$ cat src/rtl/core/adll_pkg.sv
// ----------------------------------------------------------------------------
// adll_pkg
// Shared types, codes and field widths of the array-backed doubly linked list.
// ----------------------------------------------------------------------------
`timescale 1ns / 1ps
`default_nettype none

package adll_pkg;

  // Default pool geometry.
  localparam int SLOTS_DEF       = 16;
  localparam int RECORD_BITS_DEF = 32;

  // Field widths of the stream words.
  localparam int CMD_W      = 3;
  localparam int ANCHOR_W   = 5;
  localparam int ENTRY_W    = 32;
  localparam int STATUS_W   = 2;
  localparam int SLOT_W     = 4;
  localparam int REC_OUT_W  = 32;
  localparam int COUNT_W    = 5;
  localparam int IN_DATA_W  = 40;
  localparam int OUT_DATA_W = 48;
  localparam int OUT_PAD_W  = OUT_DATA_W - SLOT_W - REC_OUT_W - COUNT_W;

  // Command codes.
  typedef enum logic [CMD_W-1:0] {
    CMD_ADD_FIRST = 3'd0,
    CMD_ADD_AFTER = 3'd1,
    CMD_ADD_LAST  = 3'd2,
    CMD_DEL_FIRST = 3'd3,
    CMD_DEL_AFTER = 3'd4,
    CMD_DEL_LAST  = 3'd5,
    CMD_WALK_FWD  = 3'd6,
    CMD_WALK_REV  = 3'd7
  } cmd_t;

  // Result status codes.
  localparam logic [STATUS_W-1:0] STAT_OK         = 2'd0;
  localparam logic [STATUS_W-1:0] STAT_FULL       = 2'd1;
  localparam logic [STATUS_W-1:0] STAT_EMPTY      = 2'd2;
  localparam logic [STATUS_W-1:0] STAT_BAD_ANCHOR = 2'd3;

  // Operation on the slot map.
  typedef struct packed {
    logic alloc;
    logic retire;
  } slot_op_t;

  // Write enables of the two link banks.
  typedef struct packed {
    logic fwd;
    logic bwd;
  } link_we_t;

endpackage

`default_nettype wire

$ cat src/rtl/core/array_doubly_linked_list.sv
// ----------------------------------------------------------------------------
// array_doubly_linked_list
// Doubly linked list over a fixed slot pool, kept in a link memory and a
// record memory, driven by a command sequencer with one output register.
// ----------------------------------------------------------------------------
// Each command is accepted in the idle state, and its result word is registered
//   from its last state: an add via link and fix, a del_after via find and link;
//   a traversal then gives 1 word per cycle while the output register is free.
//   A new command is taken only in the idle state, once the free-slot scan after
//   a stored add has finished; a stalled output holds every state that emits.
// Reset: synchronous; list empty, every slot free; memories are not cleared.
`timescale 1ns / 1ps
`default_nettype none

module array_doubly_linked_list
  import adll_pkg::*;
#(
  parameter int SLOTS       = SLOTS_DEF,
  parameter int RECORD_BITS = RECORD_BITS_DEF
) (
  input  wire logic                  clk,
  input  wire logic                  rst_n,
  // Input words: command [2:0], anchor_slot [7:3], entry_data [39:8].
  input  wire logic                  in_tvalid,
  output logic                       in_tready,
  input  wire logic [IN_DATA_W-1:0]  in_tdata,
  // Result words: slot [3:0], record_out [35:4], entry_count [40:36], zero above.
  output logic                       out_tvalid,
  input  wire logic                  out_tready,
  output logic      [OUT_DATA_W-1:0] out_tdata,
  // Result kind: status [1:0].
  output logic      [STATUS_W-1:0]   out_tuser,
  output logic                       out_tlast
);

  localparam int IW = $clog2(SLOTS);
  localparam int LW = IW + 1;
  localparam logic [LW-1:0] NIL      = {1'b1, {IW{1'b0}}};
  localparam logic [LW-1:0] LAST_K   = LW'(SLOTS - 1);

  typedef enum logic [5:0] {
    ST_IDLE     = 6'b000001,
    ST_ADD_LINK = 6'b000010,
    ST_ADD_FIX  = 6'b000100,
    ST_DEL_FIND = 6'b001000,
    ST_DEL_LINK = 6'b010000,
    ST_WALK     = 6'b100000
  } state_t;

  state_t                 state_r,   state_nxt;
  cmd_t                   cmd_r,     cmd_nxt;
  logic                   anc_ok_r,  anc_ok_nxt;
  logic [ENTRY_W-1:0]     entry_r,   entry_nxt;
  logic [IW-1:0]          addr_r,    addr_nxt;
  logic [LW-1:0]          p_r,       p_nxt;
  logic [LW-1:0]          n_r,       n_nxt;
  logic [LW-1:0]          s_r,       s_nxt;
  logic [LW-1:0]          k_r,       k_nxt;
  logic [LW-1:0]          head_r,    head_nxt;
  logic [LW-1:0]          tail_r,    tail_nxt;
  logic [LW-1:0]          count_r,   count_nxt;

  logic                   out_valid_r;
  logic [OUT_DATA_W-1:0]  out_data_r;
  logic [STATUS_W-1:0]    out_user_r;
  logic                   out_last_r;

  // Input word fields.
  cmd_t                   in_cmd;
  logic [ANCHOR_W-1:0]    in_anchor;
  logic [ENTRY_W-1:0]     in_entry;
  logic [IW-1:0]          anchor_idx;
  logic                   anchor_in_range;
  logic                   accept;
  logic                   out_free;

  // Memory and slot map connections.
  link_we_t               link_we;
  logic [IW-1:0]          fwd_waddr, bwd_waddr;
  logic [LW-1:0]          fwd_wdata, bwd_wdata;
  logic [LW-1:0]          rd_fwd, rd_bwd;
  logic                   rec_we;
  logic [RECORD_BITS-1:0] rec_rd;
  slot_op_t               slot_op;
  logic [IW-1:0]          slot_idx;
  logic                   q_occ;
  logic [LW-1:0]          free_ptr;
  logic                   scan_busy;

  // Emitted result.
  logic                   emit;
  logic [STATUS_W-1:0]    e_status;
  logic [LW-1:0]          e_slot;
  logic [REC_OUT_W-1:0]   e_rec;
  logic                   e_last;
  logic [LW-1:0]          walk_next;

  assign in_cmd          = cmd_t'(in_tdata[CMD_W-1:0]);
  assign in_anchor       = in_tdata[CMD_W+ANCHOR_W-1:CMD_W];
  assign in_entry        = in_tdata[IN_DATA_W-1:CMD_W+ANCHOR_W];
  assign anchor_idx      = IW'(in_anchor[ANCHOR_W-2:0]);
  assign anchor_in_range = !in_anchor[ANCHOR_W-1] &&
                           (32'(in_anchor[ANCHOR_W-2:0]) < SLOTS);

  assign out_free  = !out_valid_r || out_tready;
  assign in_tready = (state_r == ST_IDLE) && !scan_busy;
  assign accept    = in_tvalid && in_tready;
  assign walk_next = (cmd_r == CMD_WALK_FWD) ? rd_fwd : rd_bwd;

  // Command sequencer. The read address of the memories is always addr_nxt,
  // so read data in a state belongs to addr_r. Writes finish before the next
  // read issued from the idle state, so no access overlaps another.
  always_comb begin
    state_nxt  = state_r;
    cmd_nxt    = cmd_r;
    anc_ok_nxt = anc_ok_r;
    entry_nxt  = entry_r;
    addr_nxt   = addr_r;
    p_nxt      = p_r;
    n_nxt      = n_r;
    s_nxt      = s_r;
    k_nxt      = k_r;
    head_nxt   = head_r;
    tail_nxt   = tail_r;
    count_nxt  = count_r;
    link_we    = '0;
    fwd_waddr  = s_r[IW-1:0];
    fwd_wdata  = n_r;
    bwd_waddr  = s_r[IW-1:0];
    bwd_wdata  = p_r;
    rec_we     = 1'b0;
    slot_op    = '0;
    slot_idx   = s_r[IW-1:0];
    emit       = 1'b0;
    e_status   = STAT_OK;
    e_slot     = '0;
    e_rec      = '0;
    e_last     = 1'b1;

    case (state_r)
      ST_IDLE: begin
        case (in_cmd)
          CMD_DEL_FIRST, CMD_WALK_FWD: addr_nxt = head_r[IW-1:0];
          CMD_DEL_LAST, CMD_WALK_REV:  addr_nxt = tail_r[IW-1:0];
          default:                     addr_nxt = anchor_idx;
        endcase
        if (accept) begin
          cmd_nxt    = in_cmd;
          anc_ok_nxt = anchor_in_range && q_occ;
          entry_nxt  = in_entry;
          k_nxt      = '0;
          s_nxt      = (in_cmd == CMD_DEL_LAST || in_cmd == CMD_WALK_REV) ? tail_r : head_r;
          case (in_cmd)
            CMD_ADD_FIRST, CMD_ADD_AFTER, CMD_ADD_LAST: state_nxt = ST_ADD_LINK;
            CMD_DEL_FIRST, CMD_DEL_LAST:                state_nxt = ST_DEL_LINK;
            CMD_DEL_AFTER:                              state_nxt = ST_DEL_FIND;
            default:                                    state_nxt = ST_WALK;
          endcase
        end
      end

      // Check the anchor and room, then write the new slot's own links.
      ST_ADD_LINK: begin
        if (out_free) begin
          if (cmd_r == CMD_ADD_AFTER && !anc_ok_r) begin
            emit      = 1'b1;
            e_status  = STAT_BAD_ANCHOR;
            state_nxt = ST_IDLE;
          end else if (free_ptr[IW]) begin
            emit      = 1'b1;
            e_status  = STAT_FULL;
            state_nxt = ST_IDLE;
          end else begin
            case (cmd_r)
              CMD_ADD_FIRST: begin
                p_nxt = NIL;
                n_nxt = head_r;
              end
              CMD_ADD_LAST: begin
                p_nxt = tail_r;
                n_nxt = NIL;
              end
              default: begin
                p_nxt = {1'b0, addr_r};
                n_nxt = rd_fwd;
              end
            endcase
            s_nxt         = free_ptr;
            link_we.fwd   = 1'b1;
            link_we.bwd   = 1'b1;
            fwd_waddr     = free_ptr[IW-1:0];
            fwd_wdata     = n_nxt;
            bwd_waddr     = free_ptr[IW-1:0];
            bwd_wdata     = p_nxt;
            rec_we        = 1'b1;
            slot_op.alloc = 1'b1;
            slot_idx      = free_ptr[IW-1:0];
            state_nxt     = ST_ADD_FIX;
          end
        end
      end

      // Point the neighbors (or head and tail) at the new slot.
      ST_ADD_FIX: begin
        if (out_free) begin
          if (p_r[IW]) begin
            head_nxt = s_r;
          end else begin
            link_we.fwd = 1'b1;
            fwd_waddr   = p_r[IW-1:0];
            fwd_wdata   = s_r;
          end
          if (n_r[IW]) begin
            tail_nxt = s_r;
          end else begin
            link_we.bwd = 1'b1;
            bwd_waddr   = n_r[IW-1:0];
            bwd_wdata   = s_r;
          end
          count_nxt = count_r + LW'(1);
          emit      = 1'b1;
          e_slot    = s_r;
          state_nxt = ST_IDLE;
        end
      end

      // The anchor's forward link names the slot to remove.
      ST_DEL_FIND: begin
        if (out_free) begin
          if (!anc_ok_r || rd_fwd[IW]) begin
            emit      = 1'b1;
            e_status  = STAT_BAD_ANCHOR;
            state_nxt = ST_IDLE;
          end else begin
            s_nxt     = rd_fwd;
            addr_nxt  = rd_fwd[IW-1:0];
            state_nxt = ST_DEL_LINK;
          end
        end
      end

      // Splice the slot out between its two neighbors.
      ST_DEL_LINK: begin
        if (out_free) begin
          if (s_r[IW]) begin
            emit      = 1'b1;
            e_status  = STAT_EMPTY;
            state_nxt = ST_IDLE;
          end else begin
            if (rd_bwd[IW]) begin
              head_nxt = rd_fwd;
            end else begin
              link_we.fwd = 1'b1;
              fwd_waddr   = rd_bwd[IW-1:0];
              fwd_wdata   = rd_fwd;
            end
            if (rd_fwd[IW]) begin
              tail_nxt = rd_bwd;
            end else begin
              link_we.bwd = 1'b1;
              bwd_waddr   = rd_fwd[IW-1:0];
              bwd_wdata   = rd_bwd;
            end
            slot_op.retire = 1'b1;
            count_nxt      = count_r - LW'(1);
            emit           = 1'b1;
            e_slot         = s_r;
            state_nxt      = ST_IDLE;
          end
        end
      end

      // One entry per cycle; the read address advances only when a word leaves.
      ST_WALK: begin
        if (out_free) begin
          if (s_r[IW]) begin
            emit      = 1'b1;
            e_status  = STAT_EMPTY;
            state_nxt = ST_IDLE;
          end else begin
            emit   = 1'b1;
            e_slot = s_r;
            e_rec  = REC_OUT_W'(rec_rd);
            e_last = walk_next[IW] || (k_r == LAST_K);
            if (e_last) begin
              state_nxt = ST_IDLE;
            end else begin
              s_nxt    = walk_next;
              addr_nxt = walk_next[IW-1:0];
              k_nxt    = k_r + LW'(1);
            end
          end
        end
      end

      default: begin
        state_nxt = ST_IDLE;
      end
    endcase
  end

  // Control state.
  always_ff @(posedge clk) begin
    if (!rst_n) begin
      state_r     <= ST_IDLE;
      head_r      <= NIL;
      tail_r      <= NIL;
      count_r     <= '0;
      out_valid_r <= 1'b0;
    end else begin
      state_r     <= state_nxt;
      head_r      <= head_nxt;
      tail_r      <= tail_nxt;
      count_r     <= count_nxt;
      out_valid_r <= emit || (out_valid_r && !out_tready);
    end
  end

  // Item and walk payload registers.
  always_ff @(posedge clk) begin
    cmd_r    <= cmd_nxt;
    anc_ok_r <= anc_ok_nxt;
    entry_r  <= entry_nxt;
    addr_r   <= addr_nxt;
    p_r      <= p_nxt;
    n_r      <= n_nxt;
    s_r      <= s_nxt;
    k_r      <= k_nxt;
  end

  // Output register; loaded only when empty or being drained.
  always_ff @(posedge clk) begin
    if (emit) begin
      out_data_r <= {{OUT_PAD_W{1'b0}}, COUNT_W'(count_nxt), e_rec,
                     SLOT_W'(e_slot[IW-1:0])};
      out_user_r <= e_status;
      out_last_r <= e_last;
    end
  end

  assign out_tvalid = out_valid_r;
  assign out_tdata  = out_data_r;
  assign out_tuser  = out_user_r;
  assign out_tlast  = out_last_r;

  adll_link_mem #(
    .SLOTS(SLOTS)
  ) u_link_mem (
    .clk       (clk),
    .we        (link_we),
    .fwd_waddr (fwd_waddr),
    .fwd_wdata (fwd_wdata),
    .bwd_waddr (bwd_waddr),
    .bwd_wdata (bwd_wdata),
    .rd_addr   (addr_nxt),
    .rd_fwd    (rd_fwd),
    .rd_bwd    (rd_bwd)
  );

  adll_rec_mem #(
    .SLOTS       (SLOTS),
    .RECORD_BITS (RECORD_BITS)
  ) u_rec_mem (
    .clk     (clk),
    .we      (rec_we),
    .waddr   (free_ptr[IW-1:0]),
    .wdata   (RECORD_BITS'(entry_r)),
    .rd_addr (addr_nxt),
    .rd_data (rec_rd)
  );

  adll_slot_map #(
    .SLOTS(SLOTS)
  ) u_slot_map (
    .clk      (clk),
    .rst_n    (rst_n),
    .op       (slot_op),
    .op_idx   (slot_idx),
    .q_idx    (anchor_idx),
    .q_occ    (q_occ),
    .free_ptr (free_ptr),
    .busy     (scan_busy)
  );

  // The entry count never exceeds the pool.
  a_count_bound: assert property (@(posedge clk) disable iff (!rst_n)
    count_r <= LW'(SLOTS))
    else $error("entry count beyond pool size");

  // An empty list has a null head, and only then.
  a_head_count: assert property (@(posedge clk) disable iff (!rst_n)
    head_r[IW] == (count_r == '0))
    else $error("head and entry count disagree");

  // Head and tail are null together.
  a_head_tail: assert property (@(posedge clk) disable iff (!rst_n)
    head_r[IW] == tail_r[IW])
    else $error("head and tail disagree on emptiness");

endmodule

`default_nettype wire

$ cat src/rtl/core/adll_link_mem.sv
// ----------------------------------------------------------------------------
// adll_link_mem
// Link memory: a forward bank and a backward bank, each with its own write
// port, read at one shared address with registered read data.
// ----------------------------------------------------------------------------
`timescale 1ns / 1ps
`default_nettype none

module adll_link_mem
  import adll_pkg::*;
#(
  parameter int SLOTS = SLOTS_DEF,
  localparam int IW = $clog2(SLOTS),
  localparam int LW = IW + 1
) (
  input  wire logic          clk,
  input  wire link_we_t      we,
  input  wire logic [IW-1:0] fwd_waddr,
  input  wire logic [LW-1:0] fwd_wdata,
  input  wire logic [IW-1:0] bwd_waddr,
  input  wire logic [LW-1:0] bwd_wdata,
  input  wire logic [IW-1:0] rd_addr,
  output logic      [LW-1:0] rd_fwd,
  output logic      [LW-1:0] rd_bwd
);

  logic [LW-1:0] fwd_mem [SLOTS];
  logic [LW-1:0] bwd_mem [SLOTS];

  // Forward bank.
  always_ff @(posedge clk) begin
    if (we.fwd) begin
      fwd_mem[fwd_waddr] <= fwd_wdata;
    end
    rd_fwd <= fwd_mem[rd_addr];
  end

  // Backward bank.
  always_ff @(posedge clk) begin
    if (we.bwd) begin
      bwd_mem[bwd_waddr] <= bwd_wdata;
    end
    rd_bwd <= bwd_mem[rd_addr];
  end

endmodule

`default_nettype wire

$ cat src/rtl/core/adll_rec_mem.sv
// ----------------------------------------------------------------------------
// adll_rec_mem
// Record memory: one record word per slot, one write port and one read port
// with registered read data.
// ----------------------------------------------------------------------------
`timescale 1ns / 1ps
`default_nettype none

module adll_rec_mem
  import adll_pkg::*;
#(
  parameter int SLOTS       = SLOTS_DEF,
  parameter int RECORD_BITS = RECORD_BITS_DEF,
  localparam int IW = $clog2(SLOTS)
) (
  input  wire logic                   clk,
  input  wire logic                   we,
  input  wire logic [IW-1:0]          waddr,
  input  wire logic [RECORD_BITS-1:0] wdata,
  input  wire logic [IW-1:0]          rd_addr,
  output logic      [RECORD_BITS-1:0] rd_data
);

  logic [RECORD_BITS-1:0] rec_mem [SLOTS];

  // Single write port, registered read.
  always_ff @(posedge clk) begin
    if (we) begin
      rec_mem[waddr] <= wdata;
    end
    rd_data <= rec_mem[rd_addr];
  end

endmodule

`default_nettype wire

$ cat src/rtl/core/adll_slot_map.sv
// ----------------------------------------------------------------------------
// adll_slot_map
// Occupancy marks and the lowest-free-slot pointer. After an allocation the
// pointer is rebuilt by a scan that checks one slot per cycle upward.
// ----------------------------------------------------------------------------
`timescale 1ns / 1ps
`default_nettype none

module adll_slot_map
  import adll_pkg::*;
#(
  parameter int SLOTS = SLOTS_DEF,
  localparam int IW = $clog2(SLOTS),
  localparam int LW = IW + 1
) (
  input  wire logic          clk,
  input  wire logic          rst_n,
  input  wire slot_op_t      op,
  input  wire logic [IW-1:0] op_idx,
  input  wire logic [IW-1:0] q_idx,
  output logic               q_occ,
  output logic      [LW-1:0] free_ptr,
  output logic               busy
);

  localparam logic [LW-1:0] NIL      = {1'b1, {IW{1'b0}}};
  localparam logic [LW-1:0] SLOTS_LW = LW'(SLOTS);

  logic [SLOTS-1:0] occ_r,  occ_nxt;
  logic [LW-1:0]    free_r, free_nxt;
  logic [LW-1:0]    scan_r, scan_nxt;
  logic             busy_r, busy_nxt;

  assign q_occ    = occ_r[q_idx];
  assign free_ptr = free_r;
  assign busy     = busy_r;

  // Allocation, release and the upward scan for the next free slot.
  always_comb begin
    occ_nxt  = occ_r;
    free_nxt = free_r;
    scan_nxt = scan_r;
    busy_nxt = busy_r;
    if (busy_r) begin
      if (scan_r == SLOTS_LW) begin
        free_nxt = NIL;
        busy_nxt = 1'b0;
      end else if (!occ_r[scan_r[IW-1:0]]) begin
        free_nxt = scan_r;
        busy_nxt = 1'b0;
      end else begin
        scan_nxt = scan_r + LW'(1);
      end
    end
    if (op.alloc) begin
      occ_nxt[op_idx] = 1'b1;
      scan_nxt        = {1'b0, op_idx} + LW'(1);
      busy_nxt        = 1'b1;
    end
    if (op.retire) begin
      occ_nxt[op_idx] = 1'b0;
      if ({1'b0, op_idx} < free_r) begin
        free_nxt = {1'b0, op_idx};
      end
    end
  end

  always_ff @(posedge clk) begin
    if (!rst_n) begin
      occ_r  <= '0;
      free_r <= '0;
      scan_r <= '0;
      busy_r <= 1'b0;
    end else begin
      occ_r  <= occ_nxt;
      free_r <= free_nxt;
      scan_r <= scan_nxt;
      busy_r <= busy_nxt;
    end
  end

  // An idle free pointer always names a free slot.
  a_free_is_free: assert property (@(posedge clk) disable iff (!rst_n)
    (!busy_r && !free_r[IW]) |-> !occ_r[free_r[IW-1:0]])
    else $error("free pointer names an occupied slot");

endmodule

`default_nettype wire
$ cat config.mk
export PLATFORM = sky130hd
export DESIGN_NAME = array_doubly_linked_list
export DESIGN_NICKNAME = d
export VERILOG_FILES = /design/src/rtl/core/adll_pkg.sv /design/src/rtl/core/array_doubly_linked_list.sv /design/src/rtl/core/adll_link_mem.sv /design/src/rtl/core/adll_rec_mem.sv /design/src/rtl/core/adll_slot_map.sv
export SDC_FILE = /design/constraint.sdc
export NUM_CORES = 1
export LEC_CHECK = 0
export ABC_AREA = 1
export BUFFER_PORTS_ARGS = -buffer_cell sky130_fd_sc_hd__buf_2
export CAP_MARGIN = 20
export CELL_PAD_IN_SITES_DETAIL_PLACEMENT = 1
export CELL_PAD_IN_SITES_GLOBAL_PLACEMENT = 1
export CORE_MARGIN = 4
export CORE_UTILIZATION = 35
export DETAILED_ROUTE_END_ITERATION = 7
export HOLD_SLACK_MARGIN = 0.03
export PLACE_DENSITY_LB_ADDON = 0.1
export REMOVE_ABC_BUFFERS = 1
export SETUP_SLACK_MARGIN = 0.3
export SYNTH_ARGS = -nofsm -noshare
export SYNTH_HDL_FRONTEND = slang
export SYNTH_SLANG_ARGS = --single-unit
$ cat constraint.sdc
create_clock -name clk -period 6.1 [get_ports clk]
set_clock_uncertainty 0.2 [all_clocks]
set_input_delay 0.305 -clock clk [delete_from_list [all_inputs] [get_ports clk]]
set_output_delay 0.305 -clock clk [all_outputs]
set_load 0.01 [all_outputs]
Yosys cells after proc, flatten, opt, wreduce, memory -nomap -nowiden --
Memories as Yosys holds them, arrays and structs flattened. A register that Yosys moved wholly into a read port is not among the register bits. Index checks and enable logic that the tools add are counted.
Word-level totals: register bits after elaboration 153, bits of input ports 44, output and inout bits 53, RAM bits 672, memory bits (read-only) 0, logic and storage cells 268, memories kept 3, bits in latches 0
Memory list:
- u_rec_mem.rec_mem | words 16, width 32, rd ports 1, clocked after memory_dff 1, write ports 1, RTL line adll_rec_mem.sv:24 | logic [RECORD_BITS-1:0] rec_mem [SLOTS];
- u_link_mem.bwd_mem | words 16, width 5, rd ports 1, clocked after memory_dff 1, write ports 1, RTL line adll_link_mem.sv:28 | logic [LW-1:0] bwd_mem [SLOTS];
- u_link_mem.fwd_mem | words 16, width 5, rd ports 1, clocked after memory_dff 1, write ports 1, RTL line adll_link_mem.sv:27 | logic [LW-1:0] fwd_mem [SLOTS];
Cells by class: div/mod/pow operators 0, add/subtract/negate cells 5, reduce and logical (&&, ||, !) cells 39, order comparisons 5, multiply operators 0, shift-type cells 0, muxes and demuxes 152, equal/unequal tests 37, bitwise gates (word level) 5
Operators by type and width (count):
- 5-bit two-way mux | 54
- 4-bit two-way mux | 22
- 5-bit case mux with 2 select lines | 6
- 6-bit two-way mux | 7
- 4-bit case mux with 3 select lines | 3
- 16-bit two-way mux | 2
- 1-bit two-way mux | 31
- 2-bit inequality test, second input constant | 15
- 5-bit case mux with 3 select lines | 2
- 6-bit case mux with 5 select lines | 1
- 2-bit two-way mux | 12
- 5-bit case mux with 4 select lines | 1
- 6-bit case mux with 3 select lines | 1
- 6-bit AND reduction | 3
- 16-bit AND | 1
- 16-bit inverter | 1
- 16-bit bitwise OR | 1
- 4-bit case mux with 2 select lines | 2
- 5-bit by 1-bit adder with 5-bit output, second input constant | 3
- 3-bit == test, second input constant | 5
- 4-bit by 5-bit less-than comparator with 1-bit output, second input constant | 3
- 2-bit case mux with 3 select lines | 2
- 10-bit AND reduction | 1
- 2-bit OR reduction | 5
- 32 further kinds | 59

Logic depth before layout (Yosys ltp) --
Gate-level depths: netlist (run 1).
depth in word-level cells 13, gate-level depth with buffers 18, mapped depth without buffers 16

Cells and area by module --
Synthesis (run 1) repeated with hierarchy kept, for this count alone.
Unflattened totals: cells, all modules 3912, area, all modules 38488.2 um^2
By module, submodules not included:
- adll_rec_mem | area each 22730.6 um^2, sequential area each 16015.4 um^2, cells an instance 2120, instances 1
- adll_link_mem | area each 7304.5 um^2, sequential area each 5004.8 um^2, cells an instance 713, instances 1
- array_doubly_linked_list | area each 6691.4 um^2, sequential area each 3523.4 um^2, cells an instance 798, instances 1
- adll_slot_map | area each 1761.7 um^2, sequential area each 540.5 um^2, cells an instance 281, instances 1

Worst setup path before layout (run 1) --
No wires, ideal clock.
path type register to register, start point register state_r[5], end point register out_data_r[0] (netlist: out_tdata[0]) (enable), path slack 1995 ps, setup time 461 ps, period minus slack after synthesis 4105 ps, cell stages (with the launch flop) 10, data required time 5439 ps, arrival 3444 ps, path through dfxtp_1 -> nor2_4 -> nand3_2 -> inv_1 -> buf_4 -> buf_2 -> nand2_1 -> nand2_1 -> nor2_1 -> a21oi_1
Between the ends: cells in the longest elaborated chain, start to end 3
RTL lines:
- start, declared | RTL line array_doubly_linked_list.sv:50 | state_t state_r, state_nxt;
- start signal, assigned | RTL line array_doubly_linked_list.sv:311 | state_r <= state_nxt;
- 6-bit == test, or another cell as far along | RTL line array_doubly_linked_list.sv:140 | case (state_r)
- 3-bit OR reduction (no line)
- 1-bit case mux with 3 select lines (*) | RTL line array_doubly_linked_list.sv:140
- via emit | RTL line array_doubly_linked_list.sv:91 | logic emit;
- end signal, assigned | RTL line array_doubly_linked_list.sv:334 | out_data_r <= {{OUT_PAD_W{1'b0}}, COUNT_W'(count_nxt), e_rec,
- end, declared | RTL line array_doubly_linked_list.sv:64 | logic [OUT_DATA_W-1:0] out_data_r;
Mark *: on every way through the listed nets, which the timed path passes. The rest lies on a longest branch. A chain may end at the register's enable or synchronous reset.

Worst setup path after layout (run 1) --
start point register k_r[0], end point register u_rec_mem.rd_data[6], read port of u_rec_mem.rec_mem
Between the ends: cells in the longest elaborated chain, start to end 6
RTL lines:
- start, declared | RTL line array_doubly_linked_list.sv:58 | logic [LW-1:0] k_r, k_nxt;
- start signal, assigned | RTL line array_doubly_linked_list.sv:328 | k_r <= k_nxt;
- 5-bit by 4-bit == test with 1-bit output | RTL line array_doubly_linked_list.sv:284 | e_last = walk_next[IW] || (k_r == LAST_K);
- 1-bit logical OR | RTL line array_doubly_linked_list.sv:284
- 4-bit two-way mux | RTL line array_doubly_linked_list.sv:285 | if (e_last) begin
- 4-bit two-way mux | RTL line array_doubly_linked_list.sv:276 | if (s_r[IW]) begin
- 4-bit two-way mux | RTL line array_doubly_linked_list.sv:275 | if (out_free) begin
- 4-bit case mux with 3 select lines | RTL line array_doubly_linked_list.sv:140
- end, declared | RTL line adll_rec_mem.sv:21 | output logic [RECORD_BITS-1:0] rd_data
Every way passes these cells.

==> metrics, run 1 <==
proportion of synthesized chip area in sequential cells=64.7%; remaining global-route overflow=0; total of max-cap violations=0; critical-path cell with the highest stage delay=sky130_fd_sc_hd__nand2_8; sort of element at the start of the critical path=flop; cells along the critical path=ha_1, nand2_1, nor2_1, ha_1, inv_1, nand2_1, nor2_2, nand3_1, nand3_1, nand2_8, nand2_8, buf_4, nand2_1, nand3_1, nand3_1, nand3_1, nand2_1; remaining number of nets flagged by the antenna check after routing=0; logic depth of the worst register-to-register path=17; antenna cells=0; slew at the pin closest to its max-slew limit=1.07 ns; CTS sink cnt=867; Crit Path Max Fanout=between 70 and 80; Inserted Clock Buffers=101; capturing element of the worst setup path=u_rec_mem.rd_data[6]; global routing usage summed across all routing layers=between 20% and 30%; Min Clock Period, post-route=4.13 ns; path length in cells of the critical path=17; critical path class=flop to flop; dominant cell type by area after synthesis=sky130_fd_sc_hd__edfxtp_1; maximum level of the CTS H-tree=3; final critical-path setup slack=1.97 ns; Remaining DRCs=0; Total Nets Final=3938; setup slack after placement=1.92 ns; WP data arrival=4.49 ns; count of buffer and inverter cells on the critical path=2; unique cell type count in the Yosys netlist=48; classification of the worst-slack hold path=primary input to flop; number of synthesis warnings=0; required time of the worst setup path=around 6.5 ns; syn avg cell area=10.2 um2; most common cell in the synthesized netlist=sky130_fd_sc_hd__nand3_1; R2R setup slack=1.97 ns; number of instances in the synthesized netlist=3794; Pins Over Slew Limit=0; wire length of the first global-routing pass=183 mm; final hold violation count=0; most used routing layer=met2; capturing point of the worst reg2reg path=u_rec_mem.rd_data[6]; initial antenna violation count=1; met1 layer usage reported by global route=28.3%; top cell types by occurrence after synthesis=sky130_fd_sc_hd__nand3_1, sky130_fd_sc_hd__edfxtp_1, sky130_fd_sc_hd__inv_1; headroom to the max-slew limit=between 20% and 30%; maximum clock path buffer count=3; number of DRC markers after the initial detailed-route iteration=1713; ratio of final minimum period to clock period=67.6%; Worst R2R Start=k_r[0]; number of input and output port buffers inserted=89; CTS root buffer=sky130_fd_sc_hd__clkbuf_16; placed wire-length estimate after detailed placement=a little under 70 mm; area added between synthesis and finish=14.8%; count of standard-cell rows=~120; post-CTS sizing=0; run status=finished clean; wire length after detailed routing=121 mm; 1st-pass router iterations=5; starting density of the core=approximately 35%; Vert. Die Dim=341 um; gpl congestion=approximately 0.8; number of synthesized flops with an enable pin=772; largest incremental delay on the critical path=between 0.6 and 0.7 ns; Worst Setup SP=k_r[0]; gate family responsible for the most delay along the worst path=simple AND/OR/NAND/NOR gates; GRT met3 Usage=2.48%; clock input transition at the sequential cells of the worst setup and hold paths=0.06 ns; cell area after technology mapping=38800 um2; synthesis-stage register bit count=867; top_reg_cell synth=sky130_fd_sc_hd__edfxtp_1; vias in the first global route=28100; Setup crit end kind=flop; pin count of the biggest net entering global routing=166; DR vias=27600; detailed-route wire length per cell=22.3 um; critical path's most frequent cell=sky130_fd_sc_hd__nand3_1; met2 Track Usage GR=between 30% and 40%; FFs w/ async S/R, synth=0%; Post-CTS Setup Repair Bufs=0; number of vias per cell=5.06; area of the core=109000 um2; I/O pin cnt=slightly below 100; RSZ-0062 raised after global routing=no; die area=116000 um2; TritonCTS clock tree=built; layout cell share with drive strength beyond 1=8.83%; Final Util=40.7%; horizontal die dimension=between 300 and 400 um; cell types with the largest area share after synthesis=sky130_fd_sc_hd__edfxtp_1, sky130_fd_sc_hd__nand3_1, sky130_fd_sc_hd__inv_1; Clk Latency, worst-skew pair=slightly below 0.7 ns; final count of negative-setup-slack endpoints=0; area share of the largest cell type after synthesis=59.8%; Max Fclk=242 MHz
==> cells by family (layout without fill, tap and decap cells) <==
group | count (synthesis) | after routing | share of synthesized area [%]
compound gates | 279 | 279 | 4.03
xor+xnor | 2 | 2 | 0.0452
fa+ha+maj | 8 | 8 | 0.258
buf+inv | 903 | 1076 | 9.48
flops | 867 | 867 | 64.7
mux | 1 | 1 | 0.0290
other cells | 1 | 7 | 0.00967
simple gates | 1733 | 1733 | 21.5
==> what timing repair did <==
action	CTS	global route
hold buffers	40	0
endpoints found under the hold margin	53	0
endpoints found under the setup margin	0	0
==> stage by stage <==
stage,setup TNS [ns],hold slack [ns],instances,area [um2]
global placement,0,0.263,5217,40800
global route,0,0.100,5449,44500
detailed placement,0,0.261,5218,40900
CTS,0,0.0607,5448,44500
finish,0,0.125,5449,44500
floorplan,-143.31,0.189,3590,37700
==> sequential cells by signal, summed over array words and instances, names as in the netlist, 6 cells and up <==
signal / flops
out_tdata: 41
entry_r: 32
u_rec_mem.rec_mem: 512
u_rec_mem.rd_data: 32
state_r: 6
u_slot_map.occ_r: 16
u_link_mem.bwd_mem: 80
u_link_mem.fwd_mem: 80
==> layout make-up <==
class / instances / area, um2
clock inverters: 42 / 360
inverters: 693 / 2610
multi-input cells: 2030 / 10300
flip-flops and latches: 867 / 25100
well taps: 1476 / 1850
fillers: 12000 / 64900
repair buffers: 193 / 1450
clock buffers: 148 / 2890
==> worst register-to-register path, delay by kind of cell, from the launching register on <==
kind / cells / cell delay (ns)
buffers and inverters: 2 / 0.59
flip-flops: 1 / 0.43
AND/OR/NAND/NOR: 13 / 2.40
adder cells (fa/ha/maj): 2 / 0.41
==> per-layer routing <==
metal | up-vias | wire length [um]
met5 | - | 0
met4 | 0 | 2340
met3 | 158 | 4020
met2 | 451 | 59000
met1 | 14000 | 56100
li1 | 13000 | -
==> worst min-delay path by stage <==
stage	slack, ns	depth (start not counted)	endpoint	startpoint
2_1_floorplan	0.19	1	state_r[0]	rst_n
3_3_place_gp	0.26	2	u_slot_map.occ_r[7]	u_slot_map.occ_r[7]
3_5_place_dp	0.26	2	u_slot_map.occ_r[3]	u_slot_map.occ_r[3]
4_1_cts	0.06	2	entry_r[25]	in_tdata[33]
5_1_grt	0.10	2	entry_r[12]	in_tdata[20]
6_report	0.13	2	entry_r[17]	in_tdata[25]
==> cells in the final DEF, fill, tap and decap left out, types with 20 or more instances in the layout <==
cell,instances
sky130_fd_sc_hd__nor2_1,150
sky130_fd_sc_hd__inv_1,675
sky130_fd_sc_hd__clkinv_1,26
sky130_fd_sc_hd__a21oi_1,101
sky130_fd_sc_hd__nor3_1,21
sky130_fd_sc_hd__nor2_4,20
sky130_fd_sc_hd__dlygate4sd3_1,40
sky130_fd_sc_hd__nand2_1,523
sky130_fd_sc_hd__o21ai_0,104
sky130_fd_sc_hd__dfxtp_1,95
sky130_fd_sc_hd__buf_2,89
sky130_fd_sc_hd__buf_4,54
sky130_fd_sc_hd__nand3_1,818
sky130_fd_sc_hd__clkbuf_1,31
sky130_fd_sc_hd__edfxtp_1,772
sky130_fd_sc_hd__clkbuf_16,103
sky130_fd_sc_hd__nand3b_1,168
Power of run 1 is not shown: default switching activity piles up to over one toggle a cycle in this logic, so the estimate is an artifact.
==> run 2, diff against run 1 <==
==> constraint.sdc (replaced) <==
create_clock -name clk -period 4.3 [get_ports clk]
set_clock_uncertainty 0.2 [all_clocks]
set_input_delay 0.215 -clock clk [delete_from_list [all_inputs] [get_ports clk]]
set_output_delay 0.215 -clock clk [all_outputs]
set_load 0.01 [all_outputs]
==> metrics, run 2 (synthesis gave the netlist of run 1 again) <==
run status=finished clean; CTS sink cnt=867 (unchanged); clock input transition at the sequential cells of the worst setup and hold paths=0.06 ns (about the same); WP data arrival=3.75 ns (-0.74 ns); commonest cells after routing, fill and taps aside=sky130_fd_sc_hd__nand3_1, sky130_fd_sc_hd__edfxtp_1, sky130_fd_sc_hd__inv_1, sky130_fd_sc_hd__nand2_1, sky130_fd_sc_hd__nand3b_1; global routing usage summed across all routing layers=20.8% (+0.079 points); Pins Over Slew Limit=0 (unchanged); Remaining DRCs=0 (unchanged); slew at the pin closest to its max-slew limit=1.03 ns (-0.0434 ns); final instance area=45200 um2 (+1.6%); initial antenna violation count=2 (+1); vias in the first global route=28000 (-0.41%); remaining global-route overflow=0 (unchanged); number of input and output port buffers inserted=89 (unchanged); classification of the worst-slack hold path=primary input to flop; largest incremental delay on the critical path=0.50 ns (-0.15 ns); area added between synthesis and finish=16.7%; headroom to the max-slew limit=31.3% (+2.9 points); Min Clock Period, post-route=3.63 ns (-0.493 ns); final hold violation count=0 (unchanged); count of buffer and inverter cells on the critical path=1 (-1); Most flops, register=u_rec_mem.rec_mem; maximum level of the CTS H-tree=3 (unchanged); total of max-cap violations=0 (unchanged); Max Fclk=275 MHz (+14%); detailed-route wire length per cell=22.3 um (about the same); area of the core=109000 um2 (unchanged); final cell count without fillers=5485 (+0.66%); Vert. Die Dim=341 um (unchanged); number of vias per cell=5.01 (-1.0%); RSZ-0062 raised after global routing=no; DR vias=27500 (-0.36%); 1st-pass router iterations=5 (unchanged); Setup crit end kind=flop; pin count of the biggest net entering global routing=173 (+4.2%); wire length of the first global-routing pass=182 mm (-0.40%); flip-flop count of the largest register, all copies and words added=512 (unchanged); most frequent standard cell in the layout excluding fill and tap cells=sky130_fd_sc_hd__nand3_1; fill cell instance count of the final layout=12100 (+0.71%); Crit Path Max Fanout=10 (-87%); DP Area=41200 um2 (+0.80%); horizontal die dimension=341 um (unchanged); critical path's most frequent cell=sky130_fd_sc_hd__nor2_1; ratio of final minimum period to clock period=84.5% (+17 points); sort of element at the start of the critical path=flop; Inserted Clock Buffers=102 (+0.99%); TritonCTS clock tree=built; Final Util=41.3% (+0.66 points); gate family responsible for the most delay along the worst path=simple AND/OR/NAND/NOR gates; critical-path cell with the highest stage delay=sky130_fd_sc_hd__nor3_1; cells along the critical path=inv_2, nand2_2, nor2_1, nor2_1, nor2_1, o221ai_1, nor3_1, nand2_1, nor2_1; layout cell share with drive strength beyond 1=9.60% (+0.77 points); final count of negative-setup-slack endpoints=0 (unchanged); I/O pin cnt=97 (unchanged); total negative slack for setup checks=0 ns (unchanged); wire length after detailed routing=122 mm (+0.60%); Clk Latency, worst-skew pair=0.69 ns (about the same); count of standard-cell rows=121 (unchanged); maximum clock path buffer count=3 (unchanged); cell count after placement=5228 (+0.19%); required time of the worst setup path=4.42 ns (-2.05 ns); starting density of the core=35.4% (unchanged); die area=116000 um2 (unchanged); Top Registers=u_rec_mem.rec_mem x512, u_link_mem.bwd_mem x80, u_link_mem.fwd_mem x80; CTS root buffer=sky130_fd_sc_hd__clkbuf_16; remaining number of nets flagged by the antenna check after routing=0 (unchanged); number of DRC markers after the initial detailed-route iteration=1786 (+4.3%); placed wire-length estimate after detailed placement=65.6 mm (-5.8%); antenna cells=0 (unchanged); Total Nets Final=3974 (+0.91%); Post-CTS Setup Repair Bufs=0 (unchanged); gpl congestion=0.837 (+2.8%); critical path class=flop to flop
[run 2: changes by cell type in the layout (fill, tap and decap cells not counted), moves of 12 or more]
| cell | change |
|---|---|
| sky130_fd_sc_hd__clkinv_2 | +18 |
| sky130_fd_sc_hd__clkbuf_1 | -12 |
| sky130_fd_sc_hd__buf_12 | +21 |
| sky130_fd_sc_hd__clkinv_1 | -13 |
| sky130_fd_sc_hd__buf_4 | -12 |
| sky130_fd_sc_hd__dlygate4sd3_1 | +26 |
[run 2: worst paths after layout]
check | from | end | slack [ns] | cells after the start
worst max-delay path | s_r[4] | u_link_mem.bwd_mem[8][1] | 0.67 | 9
worst min-delay path | in_tdata[24] | entry_r[16] | 0.1 | 2
worst max register to register | s_r[4] | u_link_mem.bwd_mem[8][1] | 0.67 | 9
worst min register to register | u_slot_map.occ_r[0] | u_slot_map.occ_r[0] | 0.28 | 2
[run 2: final cells by class]
| type | count | area (um2) | area share [%] |
|---|---|---|---|
| flip-flops and latches | 867 | 25100 | 55.4 |
| multi-input cells | 2030 | 10300 | 22.7 |
| clock buffers | 134 | 2810 | 6.22 |
| inverters | 693 | 2610 | 5.77 |
| repair buffers | 228 | 2040 | 4.51 |
| well taps | 1476 | 1850 | 4.08 |
| clock inverters | 57 | 584 | 1.29 |
[run 2: stage by stage]
| step | setup slack (ns) | hold slack (ns) |
|---|---|---|
| after floorplan | -5.14 | 0.0991 |
| after global placement | 0.304 | 0.192 |
| after detailed placement | 0.223 | 0.194 |
| after CTS | 0.585 | 0.0495 |
| after global routing | 0.350 | 0.0759 |
| final | 0.667 | 0.0951 |
[run 2: worst register-to-register path, delay by kind of cell, from the launching register on]
family / cells / cell delay, ns
AO/OA/AOI/OAI: 1 / 0.15
buffers and inverters: 1 / 0.27
flip-flops: 1 / 0.49
AND/OR/NAND/NOR: 7 / 2.17
[run 2: metal layers]
layer / up-vias / part of all wire (%) / wire, um / track usage (%)
met4: 0 / 2.8 / 3370 / 6.04
met5: - / 0 / 0 / 0
met3: 170 / 3.7 / 4570 / 2.77
met1: 13700 / 46 / 55600 / 28.3
li1: 13100 / - / - / -
met2: 508 / 48 / 58600 / 35.0
[run 2: repair_timing]
action / 4_1_cts / 5_1_grt
hold endpoints to repair: 88 / 0
gates cloned: 0 / 0
hold buffers: 66 / 0
endpoints found under the setup margin: 30 / 4
resized for setup: 1 / 1
Power of run 2 is left out for the same reason.
